$ cat config.mk
export PLATFORM = sky130hd
export DESIGN_NAME = tick_clock_with_pwm_unit
export DESIGN_NICKNAME = d
export VERILOG_FILES = /design/src/rtl/tcpwm_pkg.sv /design/src/rtl/tick_clock_with_pwm_unit.sv
export SDC_FILE = /design/constraint.sdc
export NUM_CORES = 2
export LEC_CHECK = 0
export ABC_CLOCK_PERIOD_IN_PS = 23000
export BUFFER_PORTS_ARGS = -buffer_cell sky130_fd_sc_hd__buf_2
export CORE_UTILIZATION = 57
export CTS_BUF_LIST = sky130_fd_sc_hd__clkbuf_8
export DETAILED_ROUTE_END_ITERATION = 12
export GPL_TIMING_DRIVEN = 1
export HOLD_SLACK_MARGIN = 0.15
export PLACE_DENSITY_LB_ADDON = 0.3
export SYNTH_ARGS = -nofsm -noshare
export SYNTH_HDL_FRONTEND = slang
export SYNTH_SLANG_ARGS = --single-unit
$ cat constraint.sdc
create_clock -name aclk -period 23 [get_ports aclk]
set_clock_uncertainty 0.1 [all_clocks]
set_input_delay 0 -clock aclk [delete_from_list [all_inputs] [get_ports aclk]]
set_output_delay 0 -clock aclk [all_outputs]
set_load 0.02 [all_outputs]
$ cat src/rtl/tcpwm_pkg.sv
`default_nettype none

package tcpwm_pkg;

    // Default build values for the top-level parameters
    localparam int DEF_TICKS_PER_SECOND = 1000;
    localparam int DEF_SECONDS_PER_DAY  = 86400;
    localparam int DEF_CHANNELS         = 2;

    // Number of PWM channels the ports and registers provide
    localparam int MAX_CHANNELS = 2;

    // Field widths
    localparam int MODE_W     = 3;
    localparam int WORD_W     = 32;
    localparam int PERIOD_W   = 16;
    localparam int DUTY_W     = 7;
    localparam int PROD_W     = PERIOD_W + DUTY_W;
    localparam int CFG_INDEX_W = 3;
    localparam int CFG_DATA_W  = 16;

    // Request codes
    localparam logic [MODE_W-1:0] MODE_TICK       = 3'd0;
    localparam logic [MODE_W-1:0] MODE_READ_DELTA = 3'd1;
    localparam logic [MODE_W-1:0] MODE_READ_CLOCK = 3'd2;
    localparam logic [MODE_W-1:0] MODE_SET_CLOCK  = 3'd3;
    localparam logic [MODE_W-1:0] MODE_RESET      = 3'd4;

    // Register map: three registers per channel
    localparam int CFG_ENABLE   = 0;
    localparam int CFG_PERIOD   = 1;
    localparam int CFG_DUTY     = 2;
    localparam int CFG_PER_CHAN = 3;

    // Duty is given in percent; divide by 100 as multiply and shift.
    // Exact for every product of a 16-bit period and a duty up to 100.
    localparam logic [DUTY_W-1:0] DUTY_MAX  = 7'd100;
    localparam int                PCT_SHIFT = 30;
    localparam logic [23:0]       PCT_RECIP = 24'd10737419;

    typedef struct packed {
        logic [MODE_W-1:0] mode;
        logic [WORD_W-1:0] set_value;
    } in_item_t;

    typedef struct packed {
        logic              reply_valid;
        logic [WORD_W-1:0] reply_value;
        logic [WORD_W-1:0] tick_count;
        logic              chan0_level;
        logic              chan1_level;
    } out_item_t;

    // Clamp a duty setting to one hundred percent
    function automatic logic [DUTY_W-1:0] duty_clamp(input logic [DUTY_W-1:0] duty);
        return (duty > DUTY_MAX) ? DUTY_MAX : duty;
    endfunction

endpackage

`default_nettype wire

$ cat src/rtl/tick_clock_with_pwm_unit.sv
`default_nettype none

// Tick clock with two PWM channels.
// Pipeline: a request passes through the input register, then the result register.
// Throughput: one request per cycle while the result register is free; a stalled
// result (m_ready low) holds the input stage. The counters update in a single pass in the
// result stage, and the set-value reduction splits its multiplies across both stages.
// Reset: synchronous active-low aresetn clears counters, levels, config and valid flags.
module tick_clock_with_pwm_unit
    import tcpwm_pkg::*;
#(
    parameter int TICKS_PER_SECOND = DEF_TICKS_PER_SECOND,
    parameter int SECONDS_PER_DAY  = DEF_SECONDS_PER_DAY,
    parameter int CHANNELS         = DEF_CHANNELS
) (
    input  wire logic                   aclk,
    input  wire logic                   aresetn,

    input  wire logic                   s_valid,
    output logic                        s_ready,
    input  wire in_item_t               s_payload,

    output logic                        m_valid,
    input  wire logic                   m_ready,
    output out_item_t                   m_payload,

    input  wire logic                   cfg_we,
    input  wire logic [CFG_INDEX_W-1:0] cfg_index,
    input  wire logic [CFG_DATA_W-1:0]  cfg_wdata
);

    // Day length and the reciprocal used to reduce a set value modulo the day
    localparam longint unsigned DAY   = longint'(TICKS_PER_SECOND) * longint'(SECONDS_PER_DAY);
    localparam int              DAY_W = (DAY > 1) ? $clog2(DAY) : 1;
    localparam longint unsigned QMAX  = 64'hFFFF_FFFF / DAY;
    localparam int              Q_W   = (QMAX > 0) ? $clog2(QMAX + 1) : 1;
    localparam longint unsigned RECIP = 64'h1_0000_0000 / DAY;

    // Configuration registers
    logic                enable_reg [MAX_CHANNELS];
    logic [PERIOD_W-1:0] period_reg [MAX_CHANNELS];
    logic [DUTY_W-1:0]   duty_reg   [MAX_CHANNELS];
    logic [PROD_W-1:0]   prod_reg   [MAX_CHANNELS];

    // Input stage
    logic                in_valid_reg;
    in_item_t            in_item_reg;
    logic [Q_W-1:0]      quot_reg;
    logic [PERIOD_W-1:0] high_reg   [MAX_CHANNELS];

    // Block state
    logic [WORD_W-1:0]   ticks_reg;
    logic [WORD_W-1:0]   delta_reg;
    logic [DAY_W-1:0]    day_clock_reg;
    logic [PERIOD_W-1:0] cnt_reg    [MAX_CHANNELS];
    logic                level_reg  [MAX_CHANNELS];

    // Result stage
    logic                m_valid_reg;
    out_item_t           m_payload_reg;

    logic                out_free;
    logic                advance;
    logic [63:0]         quot_prod;
    logic [PERIOD_W-1:0] high_next  [MAX_CHANNELS];

    logic [63:0]         qd_prod;
    logic [WORD_W-1:0]   rem_raw;
    logic [WORD_W-1:0]   rem_fix;
    logic [WORD_W-1:0]   ticks_next;
    logic [WORD_W-1:0]   delta_base;
    logic [WORD_W-1:0]   delta_next;
    logic [DAY_W-1:0]    day_base;
    logic [DAY_W-1:0]    day_next;
    logic [PERIOD_W-1:0] cnt_next   [MAX_CHANNELS];
    logic                level_next [MAX_CHANNELS];
    logic                reply_valid;
    logic [WORD_W-1:0]   reply_value;

    // Handshake: the input stage moves on when the result register is free
    assign out_free = !m_valid_reg || m_ready;
    assign advance  = in_valid_reg && out_free;
    assign s_ready  = !in_valid_reg || out_free;
    assign m_valid  = m_valid_reg;
    assign m_payload = m_payload_reg;

    // Write configuration; keep period times duty ready for the high time
    always_ff @(posedge aclk) begin
        if (!aresetn) begin
            for (int ch = 0; ch < MAX_CHANNELS; ch++) begin
                enable_reg[ch] <= 1'b0;
                period_reg[ch] <= '0;
                duty_reg[ch]   <= '0;
                prod_reg[ch]   <= '0;
            end
        end else if (cfg_we) begin
            for (int ch = 0; ch < MAX_CHANNELS; ch++) begin
                if (cfg_index == CFG_INDEX_W'(ch * CFG_PER_CHAN + CFG_ENABLE)) begin
                    enable_reg[ch] <= cfg_wdata[0];
                end
                if (cfg_index == CFG_INDEX_W'(ch * CFG_PER_CHAN + CFG_PERIOD)) begin
                    period_reg[ch] <= cfg_wdata[PERIOD_W-1:0];
                    prod_reg[ch]   <= PROD_W'(cfg_wdata[PERIOD_W-1:0])
                                      * PROD_W'(duty_reg[ch]);
                end
                if (cfg_index == CFG_INDEX_W'(ch * CFG_PER_CHAN + CFG_DUTY)) begin
                    duty_reg[ch] <= duty_clamp(cfg_wdata[DUTY_W-1:0]);
                    prod_reg[ch] <= PROD_W'(period_reg[ch])
                                    * PROD_W'(duty_clamp(cfg_wdata[DUTY_W-1:0]));
                end
            end
        end
    end

    // Estimate the day quotient of the set value and the PWM high times
    always_comb begin
        quot_prod = 64'(s_payload.set_value) * 64'(RECIP);
        for (int ch = 0; ch < MAX_CHANNELS; ch++) begin
            high_next[ch] = PERIOD_W'((48'(prod_reg[ch]) * 48'(PCT_RECIP)) >> PCT_SHIFT);
        end
    end

    // Capture the request in the input stage
    always_ff @(posedge aclk) begin
        if (!aresetn) begin
            in_valid_reg <= 1'b0;
        end else if (s_ready) begin
            in_valid_reg <= s_valid;
        end
    end

    always_ff @(posedge aclk) begin
        if (s_valid && s_ready) begin
            in_item_reg <= s_payload;
            quot_reg    <= quot_prod[32 +: Q_W];
            for (int ch = 0; ch < MAX_CHANNELS; ch++) begin
                high_reg[ch] <= high_next[ch];
            end
        end
    end

    // Finish the set-value reduction: the estimate is low by at most one
    always_comb begin
        qd_prod = 64'(quot_reg) * 64'(DAY);
        rem_raw = in_item_reg.set_value - qd_prod[WORD_W-1:0];
        rem_fix = (rem_raw >= WORD_W'(DAY)) ? rem_raw - WORD_W'(DAY) : rem_raw;
    end

    // Serve the request, then advance delta and the day clock
    always_comb begin
        ticks_next  = ticks_reg + 32'd1;
        delta_base  = delta_reg;
        day_base    = day_clock_reg;
        reply_valid = 1'b0;
        reply_value = '0;
        case (in_item_reg.mode)
            MODE_READ_DELTA: begin
                reply_valid = 1'b1;
                reply_value = delta_reg;
                delta_base  = '0;
            end
            MODE_READ_CLOCK: begin
                reply_valid = 1'b1;
                reply_value = WORD_W'(day_clock_reg);
            end
            MODE_SET_CLOCK: begin
                day_base = DAY_W'(rem_fix);
            end
            MODE_RESET: begin
                ticks_next = '0;
                delta_base = '0;
                day_base   = '0;
            end
            default: begin
            end
        endcase
        delta_next = delta_base + 32'd1;
        day_next   = (day_base == DAY_W'(DAY - 1)) ? '0 : day_base + DAY_W'(1);
    end

    // Step each enabled channel; hold a disabled one
    always_comb begin
        for (int ch = 0; ch < MAX_CHANNELS; ch++) begin
            cnt_next[ch]   = cnt_reg[ch];
            level_next[ch] = level_reg[ch];
            if (ch < CHANNELS && enable_reg[ch]) begin
                level_next[ch] = (cnt_reg[ch] < high_reg[ch]);
                cnt_next[ch]   = (cnt_reg[ch] >= period_reg[ch]) ? '0
                                 : cnt_reg[ch] + PERIOD_W'(1);
            end
        end
    end

    // Update state and the result register
    always_ff @(posedge aclk) begin
        if (!aresetn) begin
            ticks_reg     <= '0;
            delta_reg     <= '0;
            day_clock_reg <= '0;
            m_valid_reg   <= 1'b0;
            for (int ch = 0; ch < MAX_CHANNELS; ch++) begin
                cnt_reg[ch]   <= '0;
                level_reg[ch] <= 1'b0;
            end
        end else begin
            if (out_free) begin
                m_valid_reg <= in_valid_reg;
            end
            if (advance) begin
                ticks_reg     <= ticks_next;
                delta_reg     <= delta_next;
                day_clock_reg <= day_next;
                for (int ch = 0; ch < MAX_CHANNELS; ch++) begin
                    cnt_reg[ch]   <= cnt_next[ch];
                    level_reg[ch] <= level_next[ch];
                end
            end
        end
    end

    always_ff @(posedge aclk) begin
        if (advance) begin
            m_payload_reg.reply_valid <= reply_valid;
            m_payload_reg.reply_value <= reply_value;
            m_payload_reg.tick_count  <= ticks_next;
            m_payload_reg.chan0_level <= level_next[0];
            m_payload_reg.chan1_level <= level_next[1];
        end
    end

    // The day clock never leaves one day
    assert property (@(posedge aclk) disable iff (!aresetn)
        WORD_W'(day_clock_reg) < WORD_W'(DAY))
        else $error("day clock outside one day");

    // A counter reset request reports a zero tick count
    assert property (@(posedge aclk) disable iff (!aresetn)
        advance && in_item_reg.mode == MODE_RESET |=> m_payload.tick_count == '0)
        else $error("tick count not cleared by reset request");

    // Only read requests carry a reply
    assert property (@(posedge aclk) disable iff (!aresetn)
        advance && !(in_item_reg.mode == MODE_READ_DELTA
                     || in_item_reg.mode == MODE_READ_CLOCK)
        |=> !m_payload.reply_valid && m_payload.reply_value == '0)
        else $error("reply on a request that reads nothing");

    // A stalled result stage holds the request in the input stage
    assert property (@(posedge aclk) disable iff (!aresetn)
        in_valid_reg && !out_free |=> in_valid_reg && $stable(in_item_reg))
        else $error("input stage lost a stalled request");

endmodule

`default_nettype wire
==> impl_metrics.yaml <==
global_routing:
  grt_pass1_wl_mm: 214
  met3_resource_use_gr_pct: 3.23
  groute.usage.overall_pct: 28.9
  grt_util_met1_pct: 37.1
  grt_antenna_before_repair: 4
  gr-usage-met2_pct: 49.6
  gr-total-overflow: 0
  grt_start_max_net_pins: 84
  grt_most_used_layer: "met2"
  grt_pass1_vias: 40400
synth:
  synth-edff-count: 268
  synth_area_leader_cell: "sky130_fd_sc_hd__fa_1"
  syn-cell-area_mm2: 0.0528
  mappedNetlistNets: 7083
  netlist_instances: 5446
  ys_seq_elements: 361
  synthFlopType: "sky130_fd_sc_hd__edfxtp_1"
  synthArstFlopShare_pct: 0
  average_size_of_a_mapped_cell_um2: 9.70
  yosysSeqAreaShare_pct: 18.8
  dominant_cells_by_area_after_synthesis: "sky130_fd_sc_hd__fa_1 (27%), sky130_fd_sc_hd__ha_1 (21%), sky130_fd_sc_hd__edfxtp_1 (15%)"
  synth_cell_type_count: 97
  synth_top_area_share_pct: 26.8
  yosysWarnings: 0
sta:
  slew_viol_final: 0
  timing.max_slew.rel_slack_pct: 19.3
  number_of_setup_violations_in_the_final_report: 0
  post-route-period-util_pct: 36.8
  achievable-frequency_ghz: 0.118
  worstMarginPinSlew_ps: 1210
  unrepaired_setup_endpoints_after_global_routing: "no"
  whs_ps: 294
  final_setup_tns_ps: 0
  fin_crit_ps: 8470
  final_hold_viol_count: 0
critical_path:
  critPathLaunch: "quot_reg[3]$_DFFE_PP_"
  critPathSlowestCell: "sky130_fd_sc_hd__a21oi_4"
  setup.worst_path.start_class: "flip-flop"
  worstPathBufferInverterCount: 3
  timing.critical_path.fanout_max: 27
  max_stage_delay_ps: 600
  cpMostUsedCell: "sky130_fd_sc_hd__a21oi_1"
  nature_of_the_critical_path_endpoint: "flip-flop"
  worst_ep_arrival_time_ps: 8980
  critical_path_required_ps: 23520
  criticalPathCategory: "reg2reg"
  timing.rr.start: "quot_reg[3]$_DFFE_PP_"
  crit_family: "compound AO/OA/AOI/OAI gates"
clock_network:
  clkTransAtPathRegs_ps: 60
  cts-htree-levels: 3
  clock_latency_on_the_worst_skew_pair_ps: 690
  cts_resized: 0
  cts_tree: "done"
  cts_max_path_buffers: 3
  numCtsBuffers: 68
  post-cts-setup-buffers: 0
  clockRootBuffer: "sky130_fd_sc_hd__clkbuf_8"
  cts_sinks: 361
place:
  dpl.cell_count: 6626
  io_buffer_count: 127
  dp.final_hpwl_mm: 105
  globalplace.congestion: 0.991
  dpl_cell_area_mm2: 0.0545
flow_run:
  max-cap-violations: 0
route:
  vias: 38200
  dr.pass1.iters: 5
  remaining_drc_errors: 0
  drt-wirelength-per-cell_um: 19.1
  ant_nets: 0
  drt_wl_total_mm: 131
  vias_per_cell: 5.58
  drt_iter0_markers: 2560
die:
  die_width_um: 306
  initial_core_util_pct: 57.6
  core-area_mm2: 0.0917
  fp.dieArea_mm2: 0.0939
  placementRows: 111
  floorplan.io_pins: 128
  die_h_um: 306
cells_and_area:
  final_cell_area_excluding_filler_cells_mm2: 0.0571
  flip_flop_count_of_the_largest_register_all_copies_and_words_added: 67
  nets: 7250
  post_route_cells_drive_above_1_share_pct: 5.36
  n_fill_cell: 7496
  areaGrowthSynthToFinish_pct: 8.10
  layoutNonFillerInstCount: 6854
worst_hold_path:
  hold_path_startpoint: "s_payload[30]"
  min_path_type: "in2reg"
run_status:
  outcome: "finished clean"
-- cell type report --
class | count | area [um^2] | share of cell area, %
Multi-Input combinational cell | 3741 | 37900 | 66.3
Sequential cell | 361 | 9910 | 17.4
Inverter | 1190 | 4470 | 7.83
Timing Repair Buffer | 251 | 1820 | 3.20
Tap cell | 1186 | 1480 | 2.60
Clock buffer | 71 | 977 | 1.71
Clock inverter | 53 | 566 | 0.991
Antenna cell | 1 | 2.50 | 0.00438
-- per-stage QoR --
| stage | worst slack [ps] | util [%] |
|---|---|---|
| 3_5_place_dp | 14680 | 59.5 |
| 5_1_grt | 13840 | 62.3 |
| 4_1_cts | 14620 | 62.3 |
| 6_report | 14530 | 62.3 |
| 3_3_place_gp | 14750 | 59.5 |
| 2_1_floorplan | 15510 | - |
-- synth_stat cells (6+ instances only) --
library cell and instances:
sky130_fd_sc_hd__clkbuf_1 148, sky130_fd_sc_hd__and4_1 7, sky130_fd_sc_hd__dfxtp_1 93, sky130_fd_sc_hd__o31ai_1 6, sky130_fd_sc_hd__inv_1 1190, sky130_fd_sc_hd__a31oi_1 29, sky130_fd_sc_hd__o22ai_1 38, sky130_fd_sc_hd__a22o_1 62
sky130_fd_sc_hd__a211oi_1 9, sky130_fd_sc_hd__a21oi_1 134, sky130_fd_sc_hd__nor4_1 13, sky130_fd_sc_hd__o21ai_0 125, sky130_fd_sc_hd__and3_1 79, sky130_fd_sc_hd__nor3_1 49, sky130_fd_sc_hd__nor2_1 192, sky130_fd_sc_hd__o21ai_1 7
sky130_fd_sc_hd__o21a_1 31, sky130_fd_sc_hd__xor2_1 100, sky130_fd_sc_hd__a21boi_0 46, sky130_fd_sc_hd__xnor2_1 135, sky130_fd_sc_hd__a21o_1 96, sky130_fd_sc_hd__nor2b_1 43, sky130_fd_sc_hd__nand2b_1 26, sky130_fd_sc_hd__or3_1 15
sky130_fd_sc_hd__nand2_1 528, sky130_fd_sc_hd__ha_1 872, sky130_fd_sc_hd__and2_1 115, sky130_fd_sc_hd__nand4_1 21, sky130_fd_sc_hd__a32o_1 7, sky130_fd_sc_hd__or2_2 13, sky130_fd_sc_hd__fa_1 706, sky130_fd_sc_hd__a22oi_1 17
sky130_fd_sc_hd__nand3_1 73, sky130_fd_sc_hd__edfxtp_1 268, sky130_fd_sc_hd__o21bai_1 35
-- worst paths after layout --
check                                    to  slack [ps]  cells after the start
max          day_clock_reg[25]$_SDFFE_PN0P_       14530                     33
min                   quot_reg[5]$_DFFE_PP_         290                      4
max reg2reg  day_clock_reg[25]$_SDFFE_PN0P_       14530                     33
min reg2reg      ticks_reg[16]$_SDFFE_PN0P_         390                      2
-- worst min-delay path, stage by stage --
cell                            delay (ps)
sky130_fd_sc_hd__dlygate4sd3_1         510
sky130_fd_sc_hd__buf_2                 150
sky130_fd_sc_hd__ha_1                  160
sky130_fd_sc_hd__xnor2_1               130
-- timing repair --
item / CTS / global route
hold endpoints to repair: 316 / 0
endpoints found under the setup margin: 0 / 0
hold buffers: 103 / 0
-- logic make-up (layout without fill, tap and decap cells) --
kind of cell,after synthesis,after routing,share of synthesized area [%]
AO/OA/AOI/OAI,713,713,9.24
XOR/XNOR,237,237,4.00
adder cells (fa/ha/maj),1578,1578,47.4
buffers and inverters,1344,1565,9.60
flip-flops,361,361,18.8
multiplexers,3,3,0.0569
other,0,1,0
AND/OR/NAND/NOR,1210,1210,10.9
-- placed cells by master, fill, tap and decap left out, types with 73 or more instances in the layout --
master                          count
sky130_fd_sc_hd__edfxtp_1         268
sky130_fd_sc_hd__xor2_1           100
sky130_fd_sc_hd__a21oi_1          134
sky130_fd_sc_hd__fa_1             706
sky130_fd_sc_hd__dlygate4sd3_1    103
sky130_fd_sc_hd__dfxtp_1           93
sky130_fd_sc_hd__ha_1             872
sky130_fd_sc_hd__a21o_1            96
sky130_fd_sc_hd__buf_2            127
sky130_fd_sc_hd__nand3_1           73
sky130_fd_sc_hd__xnor2_1          135
sky130_fd_sc_hd__nand2_1          528
sky130_fd_sc_hd__and2_1           114
sky130_fd_sc_hd__nor2_1           191
sky130_fd_sc_hd__o21ai_0          122
sky130_fd_sc_hd__and3_1            79
sky130_fd_sc_hd__inv_1           1198
-- metal layers --
| metal | up-vias | wire length (um) |
|---|---|---|
| met4 | 0 | 5970 |
| met1 | 18900 | 54700 |
| met5 | - | 0 |
| met2 | 1116 | 63800 |
| li1 | 17900 | - |
| met3 | 268 | 6720 |
Power is not shown: default switching activity piles up to over one toggle a cycle in this logic, so the estimate is an artifact.
